`src/design/shaker_sort_by_key_desc_defines.svh`:
```
// ----------------------------------------------------------------------------
// Assertion macros for the shaker sort block
// Concurrent assertion wrappers; they compile to nothing when ASSERT_OFF is set.
// ----------------------------------------------------------------------------
`ifndef SHAKER_SORT_BY_KEY_DESC_DEFINES_SVH
`define SHAKER_SORT_BY_KEY_DESC_DEFINES_SVH

`ifndef ASSERT_OFF
// Same-cycle implication, checked outside reset.
`define SHKR_ASSERT_IMP(lbl, clk, rst_n, ante, cons, msg) \
  lbl: assert property (@(posedge clk) disable iff (!rst_n) (ante) |-> (cons)) \
    else $error(msg);
// Next-cycle implication, checked outside reset.
`define SHKR_ASSERT_NXT(lbl, clk, rst_n, ante, cons, msg) \
  lbl: assert property (@(posedge clk) disable iff (!rst_n) (ante) |=> (cons)) \
    else $error(msg);
`else
`define SHKR_ASSERT_IMP(lbl, clk, rst_n, ante, cons, msg)
`define SHKR_ASSERT_NXT(lbl, clk, rst_n, ante, cons, msg)
`endif

`endif

```
`src/design/shkr_pkg.sv`:
```
// ----------------------------------------------------------------------------
// Shaker sort package
// Shared widths, payload structs and sequencer state type.
// ----------------------------------------------------------------------------
package shkr_pkg;

  // Default capacity of the record store.
  localparam int MAX_ENTRIES_DEF = 64;

  localparam int KEY_W = 8;
  localparam int TAG_W = 6;
  localparam int REC_W = KEY_W + TAG_W;

  // One input transfer.
  typedef struct packed {
    logic [KEY_W-1:0] key_value;
    logic [TAG_W-1:0] record_tag;
    logic             is_last;
  } in_item_t;

  // One result transfer.
  typedef struct packed {
    logic [KEY_W-1:0] sorted_key;
    logic [TAG_W-1:0] sorted_tag;
    logic             end_of_run;
  } out_item_t;

  // One stored record.
  typedef struct packed {
    logic [KEY_W-1:0] key;
    logic [TAG_W-1:0] tag;
  } rec_t;

  // Sequencer states.
  typedef enum logic [3:0] {
    ST_LOAD,
    ST_BPRIME,
    ST_BLOAD,
    ST_BSTEP,
    ST_BEND,
    ST_FSTEP,
    ST_FEND,
    ST_OUT_RD,
    ST_OUT_CAP,
    ST_OUT_WAIT
  } sort_state_t;

endpackage

```
`src/design/shaker_sort_by_key_desc.sv`:
```
// ----------------------------------------------------------------------------
// Descending cocktail shaker sort of keyed records
// Loads records, sorts them by key in a RAM, then streams them out.
// ----------------------------------------------------------------------------
// Records are loaded one per cycle into a single RAM of MAX_ENTRIES entries;
// a record that arrives when the store is full is dropped. The transfer
// flagged is_last ends the set: the block then stops taking input, sorts the
// n held records in place with one compare-swap per cycle (the RAM's single
// read and write port set this), and streams them out largest key first,
// equal keys in load order, with end_of_run on the final one. Each pass is
// a run of compare steps closed by an end step (ST_BEND or ST_FEND), and
// ST_BPRIME and ST_BLOAD prime the first pass; output starts in ST_OUT_RD
// and then each record is captured and offered in turn, held while out_ready
// is low. Input is taken again once the last result has been transferred.
module shaker_sort_by_key_desc #(
  parameter int MAX_ENTRIES = shkr_pkg::MAX_ENTRIES_DEF
) (
  input  logic                clk,
  input  logic                rst_n,
  input  logic                in_valid,
  output logic                in_ready,
  input  shkr_pkg::in_item_t  in_data,
  output logic                out_valid,
  input  logic                out_ready,
  output shkr_pkg::out_item_t out_data
);

`include "shaker_sort_by_key_desc_defines.svh"

  import shkr_pkg::*;

  localparam int IDX_W = $clog2(MAX_ENTRIES);
  localparam int CNT_W = $clog2(MAX_ENTRIES + 1);

  sort_state_t state_r, state_nxt;

  logic [CNT_W-1:0] fill_r, fill_nxt;
  logic [IDX_W-1:0] lo_r, lo_nxt;
  logic [IDX_W-1:0] hi_r, hi_nxt;
  logic [IDX_W-1:0] idx_r, idx_nxt;
  logic [IDX_W-1:0] last_r, last_nxt;
  rec_t             carry_r, carry_nxt;
  rec_t             spare_r, spare_nxt;
  out_item_t        out_r, out_nxt;
  logic             out_valid_r, out_valid_nxt;

  logic             ram_we;
  logic [IDX_W-1:0] ram_waddr;
  rec_t             ram_wdata;
  logic [IDX_W-1:0] ram_raddr;
  logic [REC_W-1:0] ram_rdata;
  rec_t             rd_rec;

  logic             in_xfer;
  logic             out_xfer;
  logic             store_ok;
  logic [CNT_W-1:0] count;
  logic             swap;
  rec_t             step_wdata;
  rec_t             step_carry;
  logic [IDX_W:0]   lo_inc;
  logic             bwd_done;
  logic             fwd_done;

  assign rd_rec   = rec_t'(ram_rdata);
  assign in_xfer  = in_valid && in_ready;
  assign out_xfer = out_valid && out_ready;

  // Load bookkeeping: a record is kept only while the store has room.
  assign store_ok = (fill_r < CNT_W'(MAX_ENTRIES));
  assign count    = fill_r + CNT_W'(store_ok);

  // Compare-swap of the carried record against the one read this cycle.
  // Backward: read is the earlier entry; forward: read is the later entry.
  always_comb begin
    if (state_r == ST_BSTEP) begin
      swap = (rd_rec.key < carry_r.key);
    end else begin
      swap = (carry_r.key < rd_rec.key);
    end
    step_wdata = swap ? rd_rec : carry_r;
    step_carry = swap ? carry_r : rd_rec;
  end

  // Window bounds for the end of each pass.
  assign lo_inc   = {1'b0, lo_r} + (IDX_W+1)'(1);
  assign bwd_done = (lo_inc > {1'b0, hi_r});
  assign fwd_done = !(lo_r < hi_r);

  // Next-state logic.
  always_comb begin
    state_nxt = state_r;
    unique case (state_r)
      ST_LOAD: begin
        if (in_xfer && in_data.is_last) begin
          state_nxt = (count == CNT_W'(1)) ? ST_OUT_RD : ST_BPRIME;
        end
      end
      ST_BPRIME:  state_nxt = ST_BLOAD;
      ST_BLOAD:   state_nxt = ST_BSTEP;
      ST_BSTEP: begin
        if (idx_r == lo_r) begin
          state_nxt = ST_BEND;
        end
      end
      ST_BEND:    state_nxt = bwd_done ? ST_OUT_RD : ST_FSTEP;
      ST_FSTEP: begin
        if (idx_r == hi_r) begin
          state_nxt = ST_FEND;
        end
      end
      ST_FEND:    state_nxt = fwd_done ? ST_OUT_RD : ST_BSTEP;
      ST_OUT_RD:  state_nxt = ST_OUT_CAP;
      ST_OUT_CAP: state_nxt = ST_OUT_WAIT;
      ST_OUT_WAIT: begin
        if (out_ready) begin
          state_nxt = (idx_r == last_r) ? ST_LOAD : ST_OUT_CAP;
        end
      end
      default:    state_nxt = ST_LOAD;
    endcase
  end

  // Output logic: handshake and RAM port control.
  always_comb begin
    in_ready  = 1'b0;
    ram_we    = 1'b0;
    ram_waddr = '0;
    ram_wdata = carry_r;
    ram_raddr = idx_r;
    unique case (state_r)
      ST_LOAD: begin
        in_ready  = 1'b1;
        ram_we    = in_xfer && store_ok;
        ram_waddr = fill_r[IDX_W-1:0];
        ram_wdata = '{key: in_data.key_value, tag: in_data.record_tag};
      end
      ST_BPRIME: ram_raddr = hi_r;
      ST_BLOAD:  ram_raddr = hi_r - IDX_W'(1);
      ST_BSTEP: begin
        ram_we    = 1'b1;
        ram_waddr = idx_r;
        ram_wdata = step_wdata;
        ram_raddr = idx_r - IDX_W'(2);
      end
      ST_BEND: begin
        ram_we    = 1'b1;
        ram_waddr = lo_r - IDX_W'(1);
        ram_raddr = lo_inc[IDX_W-1:0];
      end
      ST_FSTEP: begin
        ram_we    = 1'b1;
        ram_waddr = idx_r - IDX_W'(1);
        ram_wdata = step_wdata;
        ram_raddr = idx_r + IDX_W'(1);
      end
      ST_FEND: begin
        ram_we    = 1'b1;
        ram_waddr = hi_r;
        ram_raddr = hi_r - IDX_W'(2);
      end
      ST_OUT_RD:   ram_raddr = idx_r;
      ST_OUT_CAP:  ram_raddr = idx_r;
      ST_OUT_WAIT: ram_raddr = idx_r + IDX_W'(1);
      default:     ram_raddr = idx_r;
    endcase
  end

  // Datapath next values.
  always_comb begin
    fill_nxt      = fill_r;
    lo_nxt        = lo_r;
    hi_nxt        = hi_r;
    idx_nxt       = idx_r;
    last_nxt      = last_r;
    carry_nxt     = carry_r;
    spare_nxt     = spare_r;
    out_nxt       = out_r;
    out_valid_nxt = out_valid_r;
    case (state_r)
      ST_LOAD: begin
        if (in_xfer) begin
          fill_nxt = count;
          if (in_data.is_last) begin
            fill_nxt = '0;
            last_nxt = IDX_W'(count - CNT_W'(1));
            hi_nxt   = IDX_W'(count - CNT_W'(1));
            lo_nxt   = IDX_W'(1);
            idx_nxt  = '0;
          end
        end
      end
      ST_BLOAD: begin
        carry_nxt = rd_rec;
        idx_nxt   = hi_r;
      end
      ST_BSTEP: begin
        carry_nxt = step_carry;
        spare_nxt = step_wdata;
        if (idx_r != lo_r) begin
          idx_nxt = idx_r - IDX_W'(1);
        end
      end
      ST_BEND: begin
        // The record left at the low end of the window seeds the forward pass.
        carry_nxt = spare_r;
        lo_nxt    = lo_inc[IDX_W-1:0];
        idx_nxt   = bwd_done ? '0 : lo_inc[IDX_W-1:0];
      end
      ST_FSTEP: begin
        carry_nxt = step_carry;
        spare_nxt = step_wdata;
        if (idx_r != hi_r) begin
          idx_nxt = idx_r + IDX_W'(1);
        end
      end
      ST_FEND: begin
        // The record left below the high end seeds the next backward pass.
        carry_nxt = spare_r;
        hi_nxt    = hi_r - IDX_W'(1);
        idx_nxt   = fwd_done ? '0 : hi_r - IDX_W'(1);
      end
      ST_OUT_CAP: begin
        out_nxt.sorted_key = rd_rec.key;
        out_nxt.sorted_tag = rd_rec.tag;
        out_nxt.end_of_run = (idx_r == last_r);
        out_valid_nxt      = 1'b1;
      end
      ST_OUT_WAIT: begin
        if (out_ready) begin
          out_valid_nxt = 1'b0;
          idx_nxt       = idx_r + IDX_W'(1);
        end
      end
      default: begin
      end
    endcase
  end

  // Control registers.
  always_ff @(posedge clk) begin
    if (!rst_n) begin
      state_r     <= ST_LOAD;
      fill_r      <= '0;
      out_valid_r <= 1'b0;
    end else begin
      state_r     <= state_nxt;
      fill_r      <= fill_nxt;
      out_valid_r <= out_valid_nxt;
    end
  end

  // Payload and window registers.
  always_ff @(posedge clk) begin
    lo_r    <= lo_nxt;
    hi_r    <= hi_nxt;
    idx_r   <= idx_nxt;
    last_r  <= last_nxt;
    carry_r <= carry_nxt;
    spare_r <= spare_nxt;
    out_r   <= out_nxt;
  end

  assign out_valid = out_valid_r;
  assign out_data  = out_r;

  // Record store.
  shkr_ram #(
    .WIDTH (REC_W),
    .DEPTH (MAX_ENTRIES)
  ) u_store (
    .clk   (clk),
    .we    (ram_we),
    .waddr (ram_waddr),
    .wdata (ram_wdata),
    .raddr (ram_raddr),
    .rdata (ram_rdata)
  );

  // Input and output phases never overlap.
  `SHKR_ASSERT_IMP(a_load_xor_out, clk, rst_n, in_ready, !out_valid,
                   "input accepted while a result is pending")
  // The fill count never exceeds the store capacity.
  `SHKR_ASSERT_IMP(a_fill_bound, clk, rst_n, 1'b1, fill_r <= CNT_W'(MAX_ENTRIES),
                   "fill count above capacity")
  // Compare positions stay inside the current window.
  `SHKR_ASSERT_IMP(a_step_window, clk, rst_n,
                   state_r == ST_BSTEP || state_r == ST_FSTEP,
                   idx_r >= lo_r && idx_r <= hi_r && lo_r != '0,
                   "compare position outside sort window")
  // After the final result of a run the block returns to loading.
  `SHKR_ASSERT_NXT(a_run_end, clk, rst_n, out_xfer && out_data.end_of_run,
                   in_ready && !out_valid,
                   "block did not return to loading after end of run")

endmodule

```
`src/design/shkr_ram.sv`:
```
// ----------------------------------------------------------------------------
// Generic single-port-write RAM
// One write port and one read port; read data is registered.
// ----------------------------------------------------------------------------
module shkr_ram #(
  parameter int WIDTH = 8,
  parameter int DEPTH = 64
) (
  input  logic                     clk,
  input  logic                     we,
  input  logic [$clog2(DEPTH)-1:0] waddr,
  input  logic [WIDTH-1:0]         wdata,
  input  logic [$clog2(DEPTH)-1:0] raddr,
  output logic [WIDTH-1:0]         rdata
);

  logic [WIDTH-1:0] mem [DEPTH];

  // Write port.
  always_ff @(posedge clk) begin
    if (we) begin
      mem[waddr] <= wdata;
    end
  end

  // Registered read port.
  always_ff @(posedge clk) begin
    rdata <= mem[raddr];
  end

endmodule

```
`config.mk`:
```
export PLATFORM = sky130hd
export DESIGN_NAME = shaker_sort_by_key_desc
export DESIGN_NICKNAME = d
export VERILOG_FILES = /design/src/design/shkr_pkg.sv /design/src/design/shaker_sort_by_key_desc.sv /design/src/design/shkr_ram.sv
export VERILOG_INCLUDE_DIRS = /design/src /design/src/design
export SDC_FILE = /design/constraint.sdc
export NUM_CORES = 1
export LEC_CHECK = 0
export ABC_AREA = 0
export BUFFER_PORTS_ARGS = -buffer_cell sky130_fd_sc_hd__buf_2
export CORE_ASPECT_RATIO = 0.9
export CORE_MARGIN = 4
export CORE_UTILIZATION = 55
export CTS_BUF_LIST = sky130_fd_sc_hd__clkbuf_2
export CTS_CLUSTER_SIZE = 25
export DETAILED_ROUTE_END_ITERATION = 8
export GPL_ROUTABILITY_DRIVEN = 1
export PLACE_DENSITY = 0.7
export SLEW_MARGIN = 40
export SYNTH_ARGS = -nofsm -noshare
export SYNTH_HDL_FRONTEND = slang
export SYNTH_HIERARCHICAL = 1
export SYNTH_SLANG_ARGS = --single-unit
```
`constraint.sdc`:
```
create_clock -name clk -period 5.2 [get_ports clk]
set_input_delay 1.3 -clock clk [delete_from_list [all_inputs] [get_ports clk]]
set_output_delay 1.3 -clock clk [all_outputs]
set_load 0.02 [all_outputs]
```
==> results.toml, run 1 <==
[setup_path]
path_class = "reg2out"
cp_max_fo = 20
start_kind = "flip-flop"
arrival_ns = 3.25
cp_data_required_time_ns = 3.90
critPathCaptureType = "output pin"

[sta]
hold_viol = 0
final_max_slew_viol_count = 0
clock_skew_ns = 0.101
period_share_pct = 87.5
max_freq_mhz = 220
period_needed_ns = 4.55
finalSetupViolations = 0
max-slew-margin-rel_pct = 41.5
rsz0062_at_grt = "false"
tightest_slew_ns = 0.878
tns_ns = 0

[logic_synthesis]
synthCells = 2204
yosys_warnings = 6
synth-seq-area-share_pct = 72.5
synth-seq-cells = 989
syn_area_um2 = 40600
ys.flop_type = "edfxtp_1"
syn_nets = 2254
async_flop_share_pct = 0
syn_area_per_cell_um2 = 18.4
yosys.cell_types.count = 77
synth-edff-count = 963

[global_route]
antenna_found_initial = 6
grt_first_pass_wirelength_um = 152000
grt_max_degree = 65
grt_overflow = 0
grtUsageTotal_pct = 26.7
grt_pass1_vias = 23000

[cells_and_area]
final_layout_size_suffix_gt1_share_pct = 31.3
layout.cells.non_filler = 3651
fin_nets = 2551
syn_to_final_growth_pct = 10.9

[clocking]
cts.sink_count = 989
ctsResizeCount = 0
postCtsSetupRepairBufs = 0
cts_hold_buffers = 3
cts_tree = "built"
clkTransAtPathRegs_ns = 0.10
numCtsBuffers = 229
root_buffer = "clkbuf_2"
clk-insertion-delay-late_ns = 1.44
cts_buffer_depth = 3
cts_htree_levels = 4

[min_path]
hold_path.class = "in2reg"

[route]
drt-vias-per-instance = 6.28
drcViolationCount = 0
antenna_left = 0
wl_per_cell_um = 28.0
wirelength_um = 102000
drtIter0Drc = 2805
via_count = 22900
first_pass_iters = 7

[floorplanning]
die-area_um2 = 78200
coreArea_um2 = 73200
rows = 94
die_w_um = 294
die_h_um = 266
start_util_pct = 55.5
ioPinCount = 36

[placement]
io_buffers = 35
place_congestion = 0.935
dp_hpwl_um = 63800
placed_cells = 3226

[status]
status = "completed"

[flow_run]
maxCapViolCount = 0
==> Yosys cell counts (3+ instances only) <==
cell      instances  share of area [%]
o221ai_1         31               0.67
mux2_2           23               0.64
o21ai_0          56               0.69
o21ai_1           6              0.074
o22ai_1          14               0.22
a221o_1           4              0.099
nor2b_1          28               0.43
o31ai_1          11               0.20
a22oi_1          11               0.20
buf_6            16               0.44
clkbuf_1         58               0.54
nor2_1          127                1.2
a222oi_1          5               0.12
edfxtp_1        963                 71
a311oi_1          9               0.19
mux4_2          224                 12
a21boi_1          4              0.074
xnor2_1          23               0.50
dfxtp_1          26                1.3
nand2b_1         25               0.39
inv_1            42               0.39
nand2_1         113                1.0
mux2i_1          34               0.84
nand4_1          10               0.15
nor3_1           28               0.35
a31oi_1          14               0.22
a21oi_1          50               0.62
xor2_1           24               0.52
a221oi_1          5               0.11
a22o_1            4              0.086
buf_1             8              0.074
and2_1            6              0.093
buf_2            37               0.46
and3_1            3              0.046
nor4_1            5              0.077
ha_1             31               0.96
nand3_1          25               0.31
buf_4            17               0.31
o211ai_1         10               0.18
a211oi_1         23               0.43
a21o_1            7               0.13
or3_1             3              0.046
==> cell usage in the layout (no fill, tap or decap), drive strengths merged, types with 26 or more instances in the layout <==
cell and n:
nor2 129, a21oi 50, mux4 224, buf 199, ha 31, edfxtp 963
nor2b 28, dfxtp 26, nand2 114, o21ai 63, mux2i 34, nor3 29
clkinv 65, o221ai 32, inv 52, clkbuf 340
==> final timing paths <==
path         depth (start not counted)  slack, ns                startpoint                      endpoint
max reg2reg                         10       0.66   state_r[1]$_SDFFE_PN0P_  u_store/mem[30][9]$_DFFE_PP_
min reg2reg                          0       0.53  u_store/rdata[3]$_DFF_P_         out_data[4]$_DFFE_PP_
max                                  4       0.65   state_r[1]$_SDFFE_PN0P_                      in_ready
min                                  4       0.34                in_data[0]        fill_r[0]$_SDFFE_PN0P_
==> per-stage QoR <==
stage	utilization, %	setup WS [ns]	cell area [um2]	hold WS [ns]
4_1_cts	61.5	0.429	45000	0.0944
3_3_place_gp	58.5	0.761	42800	0.489
3_5_place_dp	58.6	0.745	42900	0.508
6_report	61.5	0.649	45000	0.344
5_1_grt	61.5	0.433	45000	0.271
2_1_floorplan	-	1.17	40600	0.408
==> critical path: stages, from the launching register on <==
cell and delay [ns]:
dfxtp_1 0.32, buf_4 0.19, nor4_4 0.76, buf_4 0.35, buf_2 0.20
==> sequential cells by signal, summed over array words and instances (netlist names) <==
name / flops
carry_r: 14
fill_r: 7
hi_r: 6
idx_r: 6
last_r: 6
lo_r: 6
out_data: 15
out_valid: 1
spare_r: 14
state_r: 4
u_store/mem: 896
u_store/rdata: 14
==> logic make-up after synthesis <==
group / after synthesis / share of synthesized area, %
multiplexers: 282 / 13.9
AND/OR/NAND/NOR: 392 / 4.54
XOR/XNOR: 47 / 1.01
flip-flops: 989 / 72.5
AO/OA/AOI/OAI: 283 / 4.78
buffers and inverters: 180 / 2.23
adder cells (fa/ha/maj): 31 / 0.956
==> final cells by class <==
class	count	area, um2
Timing Repair Buffer	202	1600
Multi-Input combinational cell	1035	10500
Sequential cell	989	29400
Clock buffer	340	1700
Fill cell	5342	28200
Clock inverter	77	379
Tap cell	960	1200
Inverter	44	165
Antenna cell	4	10.0
==> metal layers <==
metal  track usage (%)  vias up  wire [um]
li1                  -     9682          -
met1              39.2    11700      41400
met2              40.2     1331      47900
met3              6.35      171      10600
met4              8.83        2       2180
met5              1.10        -        122
Power of run 1 is left out: the tool's default activity adds up to more than one toggle a clock period on the data nets, which glitch-free logic cannot reach.
==> inputs of run 2 (changes only) <==
clock period = 5.4 ns   (was 5.2 ns; I/O delays follow)
==> run 2 against run 1 <==
Against the previous run: first-iteration DRC count increased by 14%; clock skew increased by 0.024 ns; final cell count decreased by 0.11%; die area unchanged; register-to-register slack got worse by 0.17 ns; wire length decreased by 2.0%; critical endpoint is now u_store/rdata[4]$_DFF_P_; largest cell class unchanged; highest routed layer unchanged.
==> results.toml, run 2 (synthesized netlist as in run 1, its figures left out) <==
[cells_and_area]
fin_nets = 2547
final_area_um2 = 45000
layout_commonest_cell = "edfxtp_1"
layout.cells.non_filler = 3647
final_cell_mix = "edfxtp_1 (963), clkbuf_2 (341), mux4_2 (224)"
syn_to_final_growth_pct = 11.0
top_register = "u_store/mem"
final_layout_size_suffix_gt1_share_pct = 31.5
fillers = 5312
largest_reg_flops = 896

[status]
status = "completed"

[global_route]
grt_first_pass_wirelength_um = 149000
grtUsageTotal_pct = 26.1
grt_pass1_vias = 22700
antenna_found_initial = 5
grt_max_degree = 68
grt_overflow = 0

[setup_path]
critPathCaptureType = "flip-flop"
reg2regPathDepth = 12
cp_data_required_time_ns = 6.62
cp_top_family = "compound AO/OA/AOI/OAI gates"
path_common_cell = "buf_4"
path_class = "reg2reg"
cp.buffers_inverters = 3
r2r_end = "u_store/rdata[4]$_DFF_P_"
arrival_ns = 6.13
slowest_delay_ns = 0.74
path_cells = "buf_4 -> nand4bb_1 -> nor2_1 -> a2111oi_0 -> o211ai_1 -> buf_4 -> buf_12 -> mux4_2 -> nand2b_1 -> a31oi_1 -> o21ai_0 -> o31ai_1"
slowest_stage = "dfxtp_1"
timing.rr.start = "state_r[0]$_SDFFE_PN0P_"
start_kind = "flip-flop"
r2r_setup_slack_ns = 0.49
cp_max_fo = 67

[clocking]
cts_tree = "built"
cts_htree_levels = 4
ctsResizeCount = 0
numCtsBuffers = 231
root_buffer = "clkbuf_2"
cts.sink_count = 989
clk-insertion-delay-late_ns = 1.41
postCtsSetupRepairBufs = 0
cts_buffer_depth = 3
clkTransAtPathRegs_ns = 0.11
cts_hold_buffers = 0

[sta]
period_share_pct = 90.9
finalSetupViolations = 0
rsz0062_at_grt = "false"
period_needed_ns = 4.91
final_max_slew_viol_count = 0
max_freq_mhz = 204
max-slew-margin-rel_pct = 39.3
hold_viol = 0
tns_ns = 0
clock_skew_ns = 0.126
tightest_slew_ns = 0.903

[route]
wirelength_um = 100000
drtIter0Drc = 3191
drcViolationCount = 0
wl_per_cell_um = 27.5
drt-vias-per-instance = 6.26
via_count = 22800
first_pass_iters = 6
antenna_left = 0

[placement]
place_congestion = 0.998
dp_hpwl_um = 63300
placed_cell_area_um2 = 42900
io_buffers = 35
placed_cells = 3223

[floorplanning]
coreArea_um2 = 73200
ioPinCount = 36
die_w_um = 294
rows = 94
start_util_pct = 55.5
die_h_um = 266
die-area_um2 = 78200

[min_path]
hold_path.class = "in2reg"
min_to = "state_r[0]$_SDFFE_PN0P_"
min_path_cells = 2
holdCritStartpoint = "rst_n"

[flow_run]
maxCapViolCount = 0
[run 2: worst max-delay path by stage]
stage / depth (start not counted) / slack [ns] / endpoint / start
final: 12 / 0.49 / u_store/rdata[4]$_DFF_P_ / state_r[0]$_SDFFE_PN0P_
after global routing: 11 / 0.29 / u_store/rdata[4]$_DFF_P_ / state_r[2]$_SDFFE_PN0P_
after CTS: 4 / 0.52 / in_ready / state_r[0]$_SDFFE_PN0P_
after detailed placement: 12 / 0.66 / u_store/rdata[11]$_DFF_P_ / state_r[0]$_SDFFE_PN0P_
after global placement: 12 / 0.74 / u_store/rdata[2]$_DFF_P_ / state_r[0]$_SDFFE_PN0P_
after floorplan: 8 / 1.37 / u_store/mem[0][13]$_DFFE_PP_ / carry_r[11]$_DFFE_PP_
[run 2: routing by layer]
metal | up-vias | global-route usage [%] | wire (um)
met3 | 186 | 5.57 | 10300
met1 | 11700 | 38.6 | 40800
met4 | 6 | 9.75 | 2800
met2 | 1302 | 38.9 | 46200
met5 | - | 0 | 35
li1 | 9662 | - | -
[run 2: stage by stage]
stage	utilization (%)	hold WS, ns	setup slack (ns)
floorplan	-	0.408	1.37
global placement	58.6	0.492	0.744
detailed placement	58.6	0.497	0.656
CTS	61.5	0.0636	0.521
global route	61.6	0.165	0.291
finish	61.6	0.287	0.494
[run 2: cell type report]
class / count / area, um2 / area share, %
antenna: 4 / 10.0 / 0.0222
clock buffer: 341 / 1710 / 3.79
clock inverter: 78 / 424 / 0.942
inverter: 44 / 165 / 0.367
multi-input combinational: 1035 / 10500 / 23.3
sequential: 989 / 29400 / 65.4
tap: 960 / 1200 / 2.67
timing repair buffer: 196 / 1590 / 3.52
Power of run 2 is left out for the same reason.
